`src/rtl/core/scc_pkg.sv`:
```
package scc_pkg;

   localparam int CODE_W      = 10;
   localparam int MODE_W      = 2;
   localparam int DUTY_W      = 10;
   localparam int IND_W       = 3;
   localparam int PCT_W       = 12;
   localparam int SOC_W       = 36;
   localparam int SUM_W       = 24;
   localparam int GAIN_W      = 18;
   localparam int OFFSET_W    = 17;
   localparam int CSR_DATA_W  = 18;
   localparam int CSR_INDEX_W = 3;

   // duty codes are scaled from a 10-bit full scale to this resolution
   localparam int DUTY_WIDTH = 10;

   // charge gain is in units of 2^-16 soc lsb
   localparam int GAIN_SHIFT = 16;

   // battery code to percent: code * 3000 / 1023 - 1200
   localparam int CONV_W       = 22;
   localparam int QUOT_W       = 12;
   localparam int CONV_SCALE   = 3000;
   localparam int CODE_FULL    = 1023;
   localparam int CODE_FULL_INV = 3071;
   localparam int PCT_OFFSET   = 1200;

   localparam logic [MODE_W-1:0] MODE_INIT    = 2'd0;
   localparam logic [MODE_W-1:0] MODE_SAMPLE  = 2'd1;
   localparam logic [MODE_W-1:0] MODE_CONTROL = 2'd2;

   localparam logic [IND_W-1:0] IND_NONE  = 3'd0;
   localparam logic [IND_W-1:0] IND_BULK  = 3'd1;
   localparam logic [IND_W-1:0] IND_TAPER = 3'd2;
   localparam logic [IND_W-1:0] IND_FULL  = 3'd3;
   localparam logic [IND_W-1:0] IND_LOW   = 3'd4;

   localparam logic [CSR_INDEX_W-1:0] CSR_LOW_LIMIT     = 3'd0;
   localparam logic [CSR_INDEX_W-1:0] CSR_FLOAT_LIMIT   = 3'd1;
   localparam logic [CSR_INDEX_W-1:0] CSR_RESUME_LIMIT  = 3'd2;
   localparam logic [CSR_INDEX_W-1:0] CSR_PANEL_LIMIT   = 3'd3;
   localparam logic [CSR_INDEX_W-1:0] CSR_CHARGE_GAIN   = 3'd4;
   localparam logic [CSR_INDEX_W-1:0] CSR_CHARGE_OFFSET = 3'd5;

   localparam logic signed [SOC_W-1:0] SOC_MAX = {1'b0, {(SOC_W-1){1'b1}}};
   localparam logic signed [SOC_W-1:0] SOC_MIN = {1'b1, {(SOC_W-1){1'b0}}};
   localparam logic signed [SUM_W-1:0] SUM_MAX = {1'b0, {(SUM_W-1){1'b1}}};
   localparam logic signed [SUM_W-1:0] SUM_MIN = {1'b1, {(SUM_W-1){1'b0}}};
   localparam logic signed [PCT_W-1:0] PCT_MAX = {1'b0, {(PCT_W-1){1'b1}}};
   localparam logic signed [PCT_W-1:0] PCT_MIN = {1'b1, {(PCT_W-1){1'b0}}};

   localparam logic [DUTY_W-1:0] DUTY_920 = DUTY_W'((920 << DUTY_WIDTH) >> CODE_W);
   localparam logic [DUTY_W-1:0] DUTY_910 = DUTY_W'((910 << DUTY_WIDTH) >> CODE_W);
   localparam logic [DUTY_W-1:0] DUTY_818 = DUTY_W'((818 << DUTY_WIDTH) >> CODE_W);
   localparam logic [DUTY_W-1:0] DUTY_716 = DUTY_W'((716 << DUTY_WIDTH) >> CODE_W);
   localparam logic [DUTY_W-1:0] DUTY_613 = DUTY_W'((613 << DUTY_WIDTH) >> CODE_W);
   localparam logic [DUTY_W-1:0] DUTY_511 = DUTY_W'((511 << DUTY_WIDTH) >> CODE_W);
   localparam logic [DUTY_W-1:0] DUTY_409 = DUTY_W'((409 << DUTY_WIDTH) >> CODE_W);
   localparam logic [DUTY_W-1:0] DUTY_306 = DUTY_W'((306 << DUTY_WIDTH) >> CODE_W);
   localparam logic [DUTY_W-1:0] DUTY_204 = DUTY_W'((204 << DUTY_WIDTH) >> CODE_W);
   localparam logic [DUTY_W-1:0] DUTY_102 = DUTY_W'((102 << DUTY_WIDTH) >> CODE_W);

   typedef struct packed {
      logic [MODE_W-1:0] mode;
      logic [CODE_W-1:0] battery_code;
      logic [CODE_W-1:0] panel_code;
      logic [CODE_W-1:0] recheck_code;
      logic [CODE_W-1:0] current_code;
      logic [CODE_W-1:0] reference_code;
   } item_type;

   typedef struct packed {
      logic [DUTY_W-1:0]        charge_duty;
      logic [DUTY_W-1:0]        load_duty;
      logic [IND_W-1:0]         indicator;
      logic                     panel_present;
      logic signed [PCT_W-1:0]  soc_percent;
   } result_type;

   typedef struct packed {
      logic                   we;
      logic [CSR_INDEX_W-1:0] index;
      logic [CSR_DATA_W-1:0]  wdata;
   } csr_wr_type;

   typedef struct packed {
      logic s2_load;
      logic s3_load;
   } stage_ctl_type;

endpackage

```
`src/rtl/core/scc_req_if.sv`:
```
interface scc_req_if import scc_pkg::*; ();
   logic              valid;
   logic              ready;
   logic [MODE_W-1:0] mode;
   logic [CODE_W-1:0] battery_code;
   logic [CODE_W-1:0] panel_code;
   logic [CODE_W-1:0] recheck_code;
   logic [CODE_W-1:0] current_code;
   logic [CODE_W-1:0] reference_code;

   modport source (
      output valid, mode, battery_code, panel_code, recheck_code, current_code,
             reference_code,
      input  ready
   );

   modport sink (
      input  valid, mode, battery_code, panel_code, recheck_code, current_code,
             reference_code,
      output ready
   );
endinterface

```
`src/rtl/core/scc_rsp_if.sv`:
```
interface scc_rsp_if import scc_pkg::*; ();
   logic                    valid;
   logic                    ready;
   logic [DUTY_W-1:0]       charge_duty;
   logic [DUTY_W-1:0]       load_duty;
   logic [IND_W-1:0]        indicator;
   logic                    panel_present;
   logic signed [PCT_W-1:0] soc_percent;

   modport source (
      output valid, charge_duty, load_duty, indicator, panel_present, soc_percent,
      input  ready
   );

   modport sink (
      input  valid, charge_duty, load_duty, indicator, panel_present, soc_percent,
      output ready
   );
endinterface

```
`src/rtl/core/scc_init_conv.sv`:
```
module scc_init_conv import scc_pkg::*; #(
   parameter int SOC_FRACTION_BITS = 24
) (
   input  logic                    clock,
   input  stage_ctl_type           ctl,
   input  logic [CODE_W-1:0]       battery_code,
   output logic signed [SOC_W-1:0] init_soc
);

   localparam int INIT_W = SOC_FRACTION_BITS + QUOT_W + 1;
   localparam int WIDE_W = 48;

   logic [CONV_W-1:0]        num_ff;
   logic [CONV_W-1:0]        num_in;
   logic signed [SOC_W-1:0]  soc_ff;
   logic signed [SOC_W-1:0]  soc_in;

   logic [QUOT_W-1:0]        fold_sum;
   logic [CODE_W-1:0]        rem;
   logic [QUOT_W-1:0]        exact_num;
   logic [2*QUOT_W-1:0]      quot_prod;
   logic [QUOT_W:0]          quot_ofs;
   logic [3*CODE_W-1:0]      rem_rep;
   logic signed [INIT_W-1:0] init_full;
   logic signed [WIDE_W-1:0] init_wide;

   assign num_in = CONV_W'(battery_code) * CONV_W'(CONV_SCALE);

   // remainder by 1023 from folding 10-bit digits, since 1024 = 1 mod 1023
   assign fold_sum = QUOT_W'(num_ff[CONV_W-1:2*CODE_W]) + QUOT_W'(num_ff[2*CODE_W-1:CODE_W])
                   + QUOT_W'(num_ff[CODE_W-1:0]);

   always_comb begin
      if (fold_sum >= QUOT_W'(2 * CODE_FULL)) begin
         rem = CODE_W'(fold_sum - QUOT_W'(2 * CODE_FULL));
      end else if (fold_sum >= QUOT_W'(CODE_FULL)) begin
         rem = CODE_W'(fold_sum - QUOT_W'(CODE_FULL));
      end else begin
         rem = CODE_W'(fold_sum);
      end
   end

   // exact quotient through the inverse of 1023 modulo 4096
   assign exact_num = num_ff[QUOT_W-1:0] - QUOT_W'(rem);
   assign quot_prod = (2*QUOT_W)'(exact_num) * (2*QUOT_W)'(CODE_FULL_INV);
   assign quot_ofs  = {1'b0, quot_prod[QUOT_W-1:0]} - (QUOT_W+1)'(PCT_OFFSET);

   // fraction of rem / 1023 is the 10-bit remainder repeated
   assign rem_rep   = {rem, rem, rem};
   assign init_full = $signed({quot_ofs, rem_rep[3*CODE_W-1 -: SOC_FRACTION_BITS]});
   assign init_wide = WIDE_W'(init_full);

   always_comb begin
      if (init_wide > WIDE_W'(SOC_MAX)) begin
         soc_in = SOC_MAX;
      end else if (init_wide < WIDE_W'(SOC_MIN)) begin
         soc_in = SOC_MIN;
      end else begin
         soc_in = init_wide[SOC_W-1:0];
      end
   end

   always_ff @(posedge clock) begin
      if (ctl.s2_load) begin
         num_ff <= num_in;
      end
      if (ctl.s3_load) begin
         soc_ff <= soc_in;
      end
   end

   assign init_soc = soc_ff;

endmodule

```
`src/rtl/core/scc_core.sv`:
```
module scc_core import scc_pkg::*; #(
   parameter int SOC_FRACTION_BITS = 24
) (
   input  logic                    clock,
   input  logic                    reset,
   input  csr_wr_type              csr,
   input  logic                    fire,
   input  item_type                item,
   input  logic signed [SOC_W-1:0] init_soc,
   output result_type              result
);

   localparam int PROD_W = GAIN_W + 1 + SUM_W;
   localparam int INC_W  = PROD_W - GAIN_SHIFT + 1;
   localparam int DIFF_W = CODE_W + 2;

   localparam logic signed [SOC_W-1:0] SOC_P60 = SOC_W'(64'sd60 <<< SOC_FRACTION_BITS);
   localparam logic signed [SOC_W-1:0] SOC_P65 = SOC_W'(64'sd65 <<< SOC_FRACTION_BITS);
   localparam logic signed [SOC_W-1:0] SOC_P70 = SOC_W'(64'sd70 <<< SOC_FRACTION_BITS);
   localparam logic signed [SOC_W-1:0] SOC_P75 = SOC_W'(64'sd75 <<< SOC_FRACTION_BITS);
   localparam logic signed [SOC_W-1:0] SOC_P80 = SOC_W'(64'sd80 <<< SOC_FRACTION_BITS);
   localparam logic signed [SOC_W-1:0] SOC_P85 = SOC_W'(64'sd85 <<< SOC_FRACTION_BITS);
   localparam logic signed [SOC_W-1:0] SOC_P90 = SOC_W'(64'sd90 <<< SOC_FRACTION_BITS);
   localparam logic signed [SOC_W-1:0] SOC_P93 = SOC_W'(64'sd93 <<< SOC_FRACTION_BITS);
   localparam logic signed [SOC_W-1:0] SOC_P96 = SOC_W'(64'sd96 <<< SOC_FRACTION_BITS);

   logic [CODE_W-1:0]          low_limit_ff, float_limit_ff, resume_limit_ff, panel_limit_ff;
   logic [GAIN_W-1:0]          gain_ff;
   logic signed [OFFSET_W-1:0] offset_ff;

   logic signed [SOC_W-1:0]    soc_ff, soc_in;
   logic signed [SUM_W-1:0]    sum_ff, sum_in;
   logic [DUTY_W-1:0]          charge_ff, charge_in;
   logic [DUTY_W-1:0]          load_ff, load_in;
   logic [IND_W-1:0]           ind_ff, ind_in;
   logic                       panel_ff, panel_in;

   logic signed [DIFF_W-1:0]   sample_diff;
   logic signed [SUM_W:0]      sum_ext;
   logic signed [SUM_W-1:0]    sum_sat;
   logic signed [PROD_W-1:0]   prod;
   logic signed [INC_W-1:0]    inc;
   logic signed [SOC_W:0]      soc_ext;
   logic signed [SOC_W-1:0]    soc_new;
   logic signed [SOC_W-1:0]    soc_int;
   logic                       panel_now;
   logic                       above_low;
   logic                       below_float;
   logic                       soc_pos;
   logic                       soc_neg;
   logic [DUTY_W-1:0]          charge_base;
   logic [DUTY_W-1:0]          band_charge;
   logic [DUTY_W-1:0]          band_load;
   logic [IND_W-1:0]           band_ind;
   logic [DUTY_W-1:0]          taper_duty;
   logic signed [PCT_W-1:0]    pct;

   always_ff @(posedge clock) begin
      if (reset) begin
         low_limit_ff    <= CODE_W'(410);
         float_limit_ff  <= CODE_W'(502);
         resume_limit_ff <= CODE_W'(468);
         panel_limit_ff  <= CODE_W'(478);
         gain_ff         <= GAIN_W'(118818);
         offset_ff       <= OFFSET_W'(1362);
      end else if (csr.we) begin
         case (csr.index)
            CSR_LOW_LIMIT:     low_limit_ff    <= csr.wdata[CODE_W-1:0];
            CSR_FLOAT_LIMIT:   float_limit_ff  <= csr.wdata[CODE_W-1:0];
            CSR_RESUME_LIMIT:  resume_limit_ff <= csr.wdata[CODE_W-1:0];
            CSR_PANEL_LIMIT:   panel_limit_ff  <= csr.wdata[CODE_W-1:0];
            CSR_CHARGE_GAIN:   gain_ff         <= csr.wdata[GAIN_W-1:0];
            CSR_CHARGE_OFFSET: offset_ff       <= $signed(csr.wdata[OFFSET_W-1:0]);
            default: ;
         endcase
      end
   end

   // sample accumulation
   assign sample_diff = $signed({1'b0, item.current_code, 1'b0})
                      - $signed({2'b00, item.reference_code});
   assign sum_ext = (SUM_W+1)'(sum_ff) + (SUM_W+1)'(sample_diff);

   always_comb begin
      if (sum_ext[SUM_W] != sum_ext[SUM_W-1]) begin
         sum_sat = sum_ext[SUM_W] ? SUM_MIN : SUM_MAX;
      end else begin
         sum_sat = sum_ext[SUM_W-1:0];
      end
   end

   // charge increment and soc update
   assign prod    = PROD_W'($signed({1'b0, gain_ff})) * PROD_W'(sum_ff);
   assign inc     = INC_W'($signed(prod[PROD_W-1:GAIN_SHIFT])) + INC_W'(offset_ff);
   assign soc_ext = (SOC_W+1)'(soc_ff) + (SOC_W+1)'(inc);

   always_comb begin
      if (soc_ext[SOC_W] != soc_ext[SOC_W-1]) begin
         soc_new = soc_ext[SOC_W] ? SOC_MIN : SOC_MAX;
      end else begin
         soc_new = soc_ext[SOC_W-1:0];
      end
   end

   assign panel_now   = item.panel_code >= panel_limit_ff;
   assign above_low   = item.battery_code >= low_limit_ff;
   assign below_float = item.battery_code < float_limit_ff;
   assign soc_neg     = soc_new[SOC_W-1];
   assign soc_pos     = !soc_neg && (soc_new != '0);
   assign charge_base = panel_now ? charge_ff : '0;

   always_comb begin
      if (soc_new < SOC_P65) begin
         taper_duty = DUTY_818;
      end else if (soc_new < SOC_P70) begin
         taper_duty = DUTY_716;
      end else if (soc_new < SOC_P75) begin
         taper_duty = DUTY_613;
      end else if (soc_new < SOC_P80) begin
         taper_duty = DUTY_511;
      end else if (soc_new < SOC_P85) begin
         taper_duty = DUTY_409;
      end else if (soc_new < SOC_P90) begin
         taper_duty = DUTY_306;
      end else if (soc_new < SOC_P93) begin
         taper_duty = DUTY_204;
      end else if (soc_new < SOC_P96) begin
         taper_duty = DUTY_102;
      end else begin
         taper_duty = charge_base;
      end
   end

   // band selection on the updated soc
   always_comb begin
      band_charge = charge_base;
      band_load   = load_ff;
      band_ind    = ind_ff;
      if (soc_pos && above_low) begin
         band_load = DUTY_920;
         if (soc_new <= SOC_P60 && below_float) begin
            band_charge = DUTY_920;
            band_ind    = IND_BULK;
         end else if (soc_new > SOC_P60 && soc_new <= SOC_P96 && below_float) begin
            band_ind    = IND_TAPER;
            band_charge = taper_duty;
         end else begin
            band_charge = '0;
            if (soc_new > SOC_P96) begin
               band_ind = IND_FULL;
            end else if (item.recheck_code < resume_limit_ff) begin
               band_charge = DUTY_910;
            end else begin
               band_ind = IND_FULL;
            end
         end
      end else if (soc_neg || !above_low) begin
         band_ind    = IND_LOW;
         band_charge = DUTY_910;
         band_load   = panel_now ? DUTY_910 : '0;
      end
   end

   assign soc_int = soc_new >>> SOC_FRACTION_BITS;

   always_comb begin
      if (soc_int > SOC_W'(PCT_MAX)) begin
         pct = PCT_MAX;
      end else if (soc_int < SOC_W'(PCT_MIN)) begin
         pct = PCT_MIN;
      end else begin
         pct = soc_int[PCT_W-1:0];
      end
   end

   always_comb begin
      soc_in    = soc_ff;
      sum_in    = sum_ff;
      charge_in = charge_ff;
      load_in   = load_ff;
      ind_in    = ind_ff;
      panel_in  = panel_ff;
      if (fire) begin
         case (item.mode)
            MODE_INIT: begin
               soc_in = init_soc;
            end
            MODE_SAMPLE: begin
               sum_in = sum_sat;
            end
            MODE_CONTROL: begin
               soc_in    = soc_new;
               sum_in    = '0;
               charge_in = band_charge;
               load_in   = band_load;
               ind_in    = band_ind;
               panel_in  = panel_now;
            end
            default: ;
         endcase
      end
   end

   always_ff @(posedge clock) begin
      if (reset) begin
         soc_ff    <= '0;
         sum_ff    <= '0;
         charge_ff <= DUTY_910;
         load_ff   <= '0;
         ind_ff    <= IND_NONE;
         panel_ff  <= 1'b0;
      end else begin
         soc_ff    <= soc_in;
         sum_ff    <= sum_in;
         charge_ff <= charge_in;
         load_ff   <= load_in;
         ind_ff    <= ind_in;
         panel_ff  <= panel_in;
      end
   end

   assign result.charge_duty   = band_charge;
   assign result.load_duty     = band_load;
   assign result.indicator     = band_ind;
   assign result.panel_present = panel_now;
   assign result.soc_percent   = pct;

endmodule

```
`src/rtl/core/soc_tracking_charge_controller.sv`:
```
// Solar charge controller with a coulomb-counted state of charge. Each transfer on req_chan
// is one item: mode 0 loads the state of charge from the battery code, mode 1 adds a current
// sample to the running sum, mode 2 runs a control step and gives exactly one transfer on
// rsp_chan with the duties, indicator, panel flag and integer percent; mode 3 is ignored.
// One item is accepted every cycle unless req_chan.ready is low. An item passes an input
// register, a stage that forms battery_code * 3000, and a stage that finishes the divide by
// 1023; a control result enters the result register as the item leaves the last stage.
// The state update (one 18x24 multiply, the saturating add and the band compares) is done
// as the item leaves that stage, so consecutive items see each other's effects. A result
// left waiting on rsp_chan stalls only the control item behind it; up to two more items are
// buffered before req_chan.ready drops. Configuration writes on the csr port take effect at
// once and are meant for when no item is in flight.
module soc_tracking_charge_controller import scc_pkg::*; #(
   parameter int SOC_FRACTION_BITS = 24
) (
   input  logic                   clock,
   input  logic                   reset,
   scc_req_if.sink                req_chan,
   scc_rsp_if.source              rsp_chan,
   input  logic                   csr_we,
   input  logic [CSR_INDEX_W-1:0] csr_index,
   input  logic [CSR_DATA_W-1:0]  csr_wdata
);

   logic                    s1_valid_ff, s1_valid_in;
   logic                    s2_valid_ff, s2_valid_in;
   logic                    s3_valid_ff, s3_valid_in;
   item_type                s1_item_ff, s2_item_ff, s3_item_ff;
   item_type                req_item;
   logic                    rsp_valid_ff, rsp_valid_in;
   result_type              rsp_ff;
   result_type              result;
   logic signed [SOC_W-1:0] init_soc;
   stage_ctl_type           stage_ctl;
   csr_wr_type              csr;

   logic out_free;
   logic s3_ctrl;
   logic s3_go;
   logic s3_free;
   logic s2_free;
   logic s1_free;
   logic accept;

   assign req_item.mode           = req_chan.mode;
   assign req_item.battery_code   = req_chan.battery_code;
   assign req_item.panel_code     = req_chan.panel_code;
   assign req_item.recheck_code   = req_chan.recheck_code;
   assign req_item.current_code   = req_chan.current_code;
   assign req_item.reference_code = req_chan.reference_code;

   assign csr.we    = csr_we;
   assign csr.index = csr_index;
   assign csr.wdata = csr_wdata;

   // stage flow, each stage moves when the one after it frees up
   assign out_free = !rsp_valid_ff || rsp_chan.ready;
   assign s3_ctrl  = s3_item_ff.mode == MODE_CONTROL;
   assign s3_go    = s3_valid_ff && (!s3_ctrl || out_free);
   assign s3_free  = !s3_valid_ff || s3_go;
   assign s2_free  = !s2_valid_ff || s3_free;
   assign s1_free  = !s1_valid_ff || s2_free;
   assign accept   = req_chan.valid && s1_free;

   assign stage_ctl.s2_load = s1_valid_ff && s2_free;
   assign stage_ctl.s3_load = s2_valid_ff && s3_free;

   assign req_chan.ready = s1_free;

   assign s1_valid_in  = s1_free ? req_chan.valid : s1_valid_ff;
   assign s2_valid_in  = s2_free ? s1_valid_ff : s2_valid_ff;
   assign s3_valid_in  = s3_free ? s2_valid_ff : s3_valid_ff;
   assign rsp_valid_in = (s3_go && s3_ctrl) ? 1'b1 : (rsp_chan.ready ? 1'b0 : rsp_valid_ff);

   always_ff @(posedge clock) begin
      if (reset) begin
         s1_valid_ff  <= 1'b0;
         s2_valid_ff  <= 1'b0;
         s3_valid_ff  <= 1'b0;
         rsp_valid_ff <= 1'b0;
      end else begin
         s1_valid_ff  <= s1_valid_in;
         s2_valid_ff  <= s2_valid_in;
         s3_valid_ff  <= s3_valid_in;
         rsp_valid_ff <= rsp_valid_in;
      end
   end

   always_ff @(posedge clock) begin
      if (accept) begin
         s1_item_ff <= req_item;
      end
      if (stage_ctl.s2_load) begin
         s2_item_ff <= s1_item_ff;
      end
      if (stage_ctl.s3_load) begin
         s3_item_ff <= s2_item_ff;
      end
      if (s3_go && s3_ctrl) begin
         rsp_ff <= result;
      end
   end

   scc_init_conv #(
      .SOC_FRACTION_BITS (SOC_FRACTION_BITS)
   ) u_init_conv (
      .clock        (clock),
      .ctl          (stage_ctl),
      .battery_code (s1_item_ff.battery_code),
      .init_soc     (init_soc)
   );

   scc_core #(
      .SOC_FRACTION_BITS (SOC_FRACTION_BITS)
   ) u_core (
      .clock    (clock),
      .reset    (reset),
      .csr      (csr),
      .fire     (s3_go),
      .item     (s3_item_ff),
      .init_soc (init_soc),
      .result   (result)
   );

   assign rsp_chan.valid         = rsp_valid_ff;
   assign rsp_chan.charge_duty   = rsp_ff.charge_duty;
   assign rsp_chan.load_duty     = rsp_ff.load_duty;
   assign rsp_chan.indicator     = rsp_ff.indicator;
   assign rsp_chan.panel_present = rsp_ff.panel_present;
   assign rsp_chan.soc_percent   = rsp_ff.soc_percent;

endmodule
```
`src/flat_wrapper.sv`:
```
// flat-port wrapper written by rule: the top's interface ports become plain ports
module soc_tracking_charge_controller_flat import scc_pkg::*;
#(
   parameter int SOC_FRACTION_BITS = 24
)
  (clock, reset, csr_we, csr_index, csr_wdata, req_chan_valid, req_chan_mode, req_chan_battery_code, req_chan_panel_code, req_chan_recheck_code, req_chan_current_code, req_chan_reference_code, req_chan_ready, rsp_chan_valid, rsp_chan_charge_duty, rsp_chan_load_duty, rsp_chan_indicator, rsp_chan_panel_present, rsp_chan_soc_percent, rsp_chan_ready);
  scc_req_if req_chan_i ();
  scc_rsp_if rsp_chan_i ();
  input  logic clock;
  input  logic reset;
  input  logic csr_we;
  input  logic [CSR_INDEX_W-1:0] csr_index;
  input  logic [CSR_DATA_W-1:0] csr_wdata;
  input wire logic [$bits(req_chan_i.valid)-1:0] req_chan_valid;
  input wire logic [$bits(req_chan_i.mode)-1:0] req_chan_mode;
  input wire logic [$bits(req_chan_i.battery_code)-1:0] req_chan_battery_code;
  input wire logic [$bits(req_chan_i.panel_code)-1:0] req_chan_panel_code;
  input wire logic [$bits(req_chan_i.recheck_code)-1:0] req_chan_recheck_code;
  input wire logic [$bits(req_chan_i.current_code)-1:0] req_chan_current_code;
  input wire logic [$bits(req_chan_i.reference_code)-1:0] req_chan_reference_code;
  output wire logic [$bits(req_chan_i.ready)-1:0] req_chan_ready;
  output wire logic [$bits(rsp_chan_i.valid)-1:0] rsp_chan_valid;
  output wire logic [$bits(rsp_chan_i.charge_duty)-1:0] rsp_chan_charge_duty;
  output wire logic [$bits(rsp_chan_i.load_duty)-1:0] rsp_chan_load_duty;
  output wire logic [$bits(rsp_chan_i.indicator)-1:0] rsp_chan_indicator;
  output wire logic [$bits(rsp_chan_i.panel_present)-1:0] rsp_chan_panel_present;
  output wire logic [$bits(rsp_chan_i.soc_percent)-1:0] rsp_chan_soc_percent;
  input wire logic [$bits(rsp_chan_i.ready)-1:0] rsp_chan_ready;
  assign req_chan_i.valid = req_chan_valid;
  assign req_chan_i.mode = req_chan_mode;
  assign req_chan_i.battery_code = req_chan_battery_code;
  assign req_chan_i.panel_code = req_chan_panel_code;
  assign req_chan_i.recheck_code = req_chan_recheck_code;
  assign req_chan_i.current_code = req_chan_current_code;
  assign req_chan_i.reference_code = req_chan_reference_code;
  assign req_chan_ready = req_chan_i.ready;
  assign rsp_chan_valid = rsp_chan_i.valid;
  assign rsp_chan_charge_duty = rsp_chan_i.charge_duty;
  assign rsp_chan_load_duty = rsp_chan_i.load_duty;
  assign rsp_chan_indicator = rsp_chan_i.indicator;
  assign rsp_chan_panel_present = rsp_chan_i.panel_present;
  assign rsp_chan_soc_percent = rsp_chan_i.soc_percent;
  assign rsp_chan_i.ready = rsp_chan_ready;
  soc_tracking_charge_controller #(.SOC_FRACTION_BITS(SOC_FRACTION_BITS)) u_core (.clock(clock), .reset(reset), .req_chan(req_chan_i), .rsp_chan(rsp_chan_i), .csr_we(csr_we), .csr_index(csr_index), .csr_wdata(csr_wdata));
endmodule
```
`config.mk`:
```
export PLATFORM = sky130hd
export DESIGN_NAME = soc_tracking_charge_controller_flat
export DESIGN_NICKNAME = d
export VERILOG_FILES = /design/src/rtl/core/scc_pkg.sv /design/src/rtl/core/scc_req_if.sv /design/src/rtl/core/scc_rsp_if.sv /design/src/rtl/core/scc_init_conv.sv /design/src/rtl/core/scc_core.sv /design/src/rtl/core/soc_tracking_charge_controller.sv /design/src/flat_wrapper.sv
export SDC_FILE = /design/constraint.sdc
export NUM_CORES = 2
export LEC_CHECK = 0
export ABC_AREA = 0
export BUFFER_PORTS_ARGS = -buffer_cell sky130_fd_sc_hd__buf_2
export CAP_MARGIN = 30
export CORE_ASPECT_RATIO = 1.2
export CORE_MARGIN = 2
export CORE_UTILIZATION = 40
export DETAILED_ROUTE_END_ITERATION = 12
export PLACE_DENSITY = 0.61
export SYNTH_ARGS = -nofsm -noshare
export SYNTH_HDL_FRONTEND = slang
export SYNTH_HIERARCHICAL = 1
export SYNTH_SLANG_ARGS = --single-unit
```
`constraint.sdc`:
```
create_clock -name clock -period 20.1 [get_ports clock]
set_input_delay 2.01 -clock clock [delete_from_list [all_inputs] [get_ports clock]]
set_output_delay 2.01 -clock clock [all_outputs]
set_load 0.01 [all_outputs]
```
==> results.yml <==
status:
  status: "finished clean"
global_routing:
  grt_max_degree: 76
  grt_pass1_vias: 29500
  grt_usage_pct: 19.5
  grt_first_pass_wirelength_mm: 161
  antenna_found_initial: 6
  overflow: 0
setup_path:
  crit_type: "register to register"
  start_kind: "register"
  cp_data_required_time_ns: 20.60
  cp.arrival_ns: 15.17
  critPathMaxStageDelay_ns: 0.82
  crit_buf_inv: 6
  crit_fanout: 22
  rr_worst_depth: 48
  cp_slowest_cell: "dfxtp_1"
  cp_top_family: "compound AO/OA/AOI/OAI gates"
  r2r_slack_ns: 5.43
  worstReg2RegEnd: "u_core/u_core/charge_ff[4]$_SDFFE_PP0P_"
  r2r_start: "u_core/u_core/sum_ff[7]$_SDFFE_PP0P_"
  crit_path_start: "u_core/u_core/sum_ff[7]$_SDFFE_PP0P_"
  crit_path_end_kind: "register"
min_path:
  hold_depth: 0
  hp-class: "register to register"
  worstHoldEndpoint: "u_core/s2_item_ff[36]$_DFFE_PP_"
  hp-start: "u_core/s1_item_ff[36]$_DFFE_PP_"
finish:
  layout.nets: 5106
  layout_commonest_cell: "inv_1"
  nFillCells: 9611
  final_cell_mix: "728 x inv_1, 530 x fa_1, 407 x nand2_1, 317 x ha_1, 294 x and2_1"
  area_delta_synth_final_pct: 8.20
  antenna_cells: 0
  drive_gt1_share_pct: 7.18
logic_synthesis:
  synth_area_leaders: "fa_1 26%, edfxtp_1 17%, ha_1 9.8%, dfxtp_1 8.0%, inv_1 6.8%"
  syn_nets: 5092
  synth_warnings: 6
  synth_area_per_cell_um2: 9.71
  synth-seq-cells: 393
  synth_mux_area_share_pct: 0.470
  synth_xor_area_share_pct: 3.09
  synthAdderAreaFrac_pct: 36.1
  yosys.area_share.simple_pct: 14.2
  synth_top_area_share_pct: 26.2
  ys_seq_area_share_pct: 25.2
  synthDistinctLibCells: 121
  synth_top_family_by_area: "adder cells"
  synth_async_sr_flop_share_pct: 0
  synth_compound_area_share_pct: 12.1
  netlist_area_um2: 40400
  synthFlopType: "edfxtp_1"
  synth_top_cell_by_area: "fa_1"
  syn-instance-count: 4167
  synth_edf_count: 231
routing:
  first_pass_iters: 6
  routed_wl_mm: 98.5
  wl_per_cell_um: 17.9
  ant_nets: 0
  drc: 0
  vias: 28400
  avgViaCountPerCell: 5.15
  drt_iter0_drc: 1510
floorplanning:
  core_area_um2: 100000
  ioPinCount: 116
  die_width_um: 294
  num_rows: 127
  initial_core_util_pct: 40.4
  die_y_um: 352
  die_area_um2: 104000
place:
  portBuffers: 115
  gp_congestion: 0.880
  dp_hpwl_mm: 78.4
sta:
  drv_slew: 0
  finalCriticalPeriod_ns: 14.67
  final_hold_viol_count: 0
  max_slew_margin_pct: 29.6
  max_freq_mhz: 68.1
  worstMarginPinSlew_ns: 1.06
  rsz0062_at_grt: "no"
  period_share_pct: 73.0
  setup_tns_ns: 0
  final-setup-viol-count: 0
  clock_skew_ns: 0.0477
clock_network:
  clk_latency_ns: 0.62
  cts_sinks: 393
  cts_hold_buf: 0
  cts_resized: 0
  cts_buffer_depth: 3
  root_buffer: "clkbuf_16"
  postCtsSetupBuffers: 0
  cts_tree: "yes"
  htree_levels: 2
  cts_inserted_buffers: 46
  path_clk_slew_ns: 0.06
flow_run:
  cap_viol_max_count: 0
[worst register-to-register path, delay by kind of cell (launching register included)]
kind                     cells  cell delay (ns)
AO/OA/AOI/OAI               17             4.23
adder cells (fa/ha/maj)     10             4.11
buffers and inverters        6             0.98
flip-flops                   1             0.82
multiplexers                 1             0.34
AND/OR/NAND/NOR             14             4.07
[layout make-up]
| type | instances | area (µm²) | share of cell area (%) |
|---|---|---|---|
| Multi-Input combinational cell | 2856 | 26700 | 61.0 |
| Sequential cell | 393 | 10200 | 23.3 |
| Inverter | 730 | 2740 | 6.26 |
| Tap cell | 1290 | 1610 | 3.69 |
| Clock buffer | 67 | 1330 | 3.04 |
| Timing Repair Buffer | 154 | 931 | 2.13 |
| Clock inverter | 19 | 260 | 0.595 |
[state kept, by name, indices dropped and copies added, names as in the netlist, 10 cells and up]
name / flops
u_core/u_core/gain_ff: 18
u_core/u_init_conv/init_soc: 20
u_core/rsp_chan.charge_duty: 10
u_core/u_core/load_ff: 10
u_core/u_core/soc_ff: 36
u_core/s3_item_ff: 52
u_core/u_core/float_limit_ff: 10
u_core/rsp_chan.soc_percent: 12
u_core/rsp_chan.load_duty: 10
u_core/u_core/offset_ff: 17
u_core/s1_item_ff: 52
u_core/u_core/resume_limit_ff: 10
u_core/u_core/panel_limit_ff: 10
u_core/u_core/sum_ff: 24
u_core/u_init_conv/num_ff: 19
u_core/u_core/charge_ff: 10
u_core/u_core/low_limit_ff: 10
u_core/s2_item_ff: 52
[cells by family (layout without fill, tap and decap cells)]
kind of cell / count (synthesis) / in the layout
simple gates: 1130 / 1130
compound gates: 723 / 723
xor+xnor: 137 / 137
buf+inv: 918 / 970
flops: 393 / 393
fa+ha+maj: 848 / 848
mux: 18 / 18
[stage by stage]
stage	cell area (µm²)	hold slack [ns]	cells	utilization, %	worst slack, ns
3_5_place_dp	42100	0.405	5422	42.1	5.49
4_1_cts	43700	0.404	5508	43.7	5.37
6_report	43800	0.395	5509	43.7	5.43
2_1_floorplan	40400	0.400	4167	-	7.16
5_1_grt	43800	0.418	5509	43.7	4.55
3_3_place_gp	42100	0.402	5416	42.0	5.28
[layer usage]
metal	GRT usage, %	part of all wire [%]
met1	25.2	43
met2	34.3	50
met3	2.18	4.1
met4	5.39	2.8
met5	0	0
[how the worst max path moves through the flow]
| stage | to | slack, ns | cells after the start |
|---|---|---|---|
| floorplan | u_core/u_core/charge_ff[3]$_SDFFE_PP1P_ | 7.16 | 47 |
| global placement | u_core/u_core/charge_ff[6]$_SDFFE_PP0P_ | 5.28 | 47 |
| detailed placement | u_core/u_core/charge_ff[4]$_SDFFE_PP0P_ | 5.49 | 48 |
| CTS | u_core/u_core/charge_ff[4]$_SDFFE_PP0P_ | 5.37 | 48 |
| global route | u_core/u_core/charge_ff[4]$_SDFFE_PP0P_ | 4.55 | 48 |
| finish | u_core/u_core/charge_ff[4]$_SDFFE_PP0P_ | 5.43 | 48 |
[synthesized netlist by cell type, types with 26 or more instances]
cell,n
o21a_1,34
dfxtp_1,162
nor2_1,168
fa_1,530
a21oi_1,225
nor3_1,37
nand3_1,38
a21o_1,78
nand2b_1,31
ha_1,317
and2_1,295
nor2b_1,26
inv_1,728
nand2_1,407
edfxtp_1,231
o21ai_0,102
xor2_1,47
xnor2_1,86
clkbuf_1,146
Power is not shown: default switching activity piles up to over one toggle a cycle in this logic, so the estimate is an artifact.
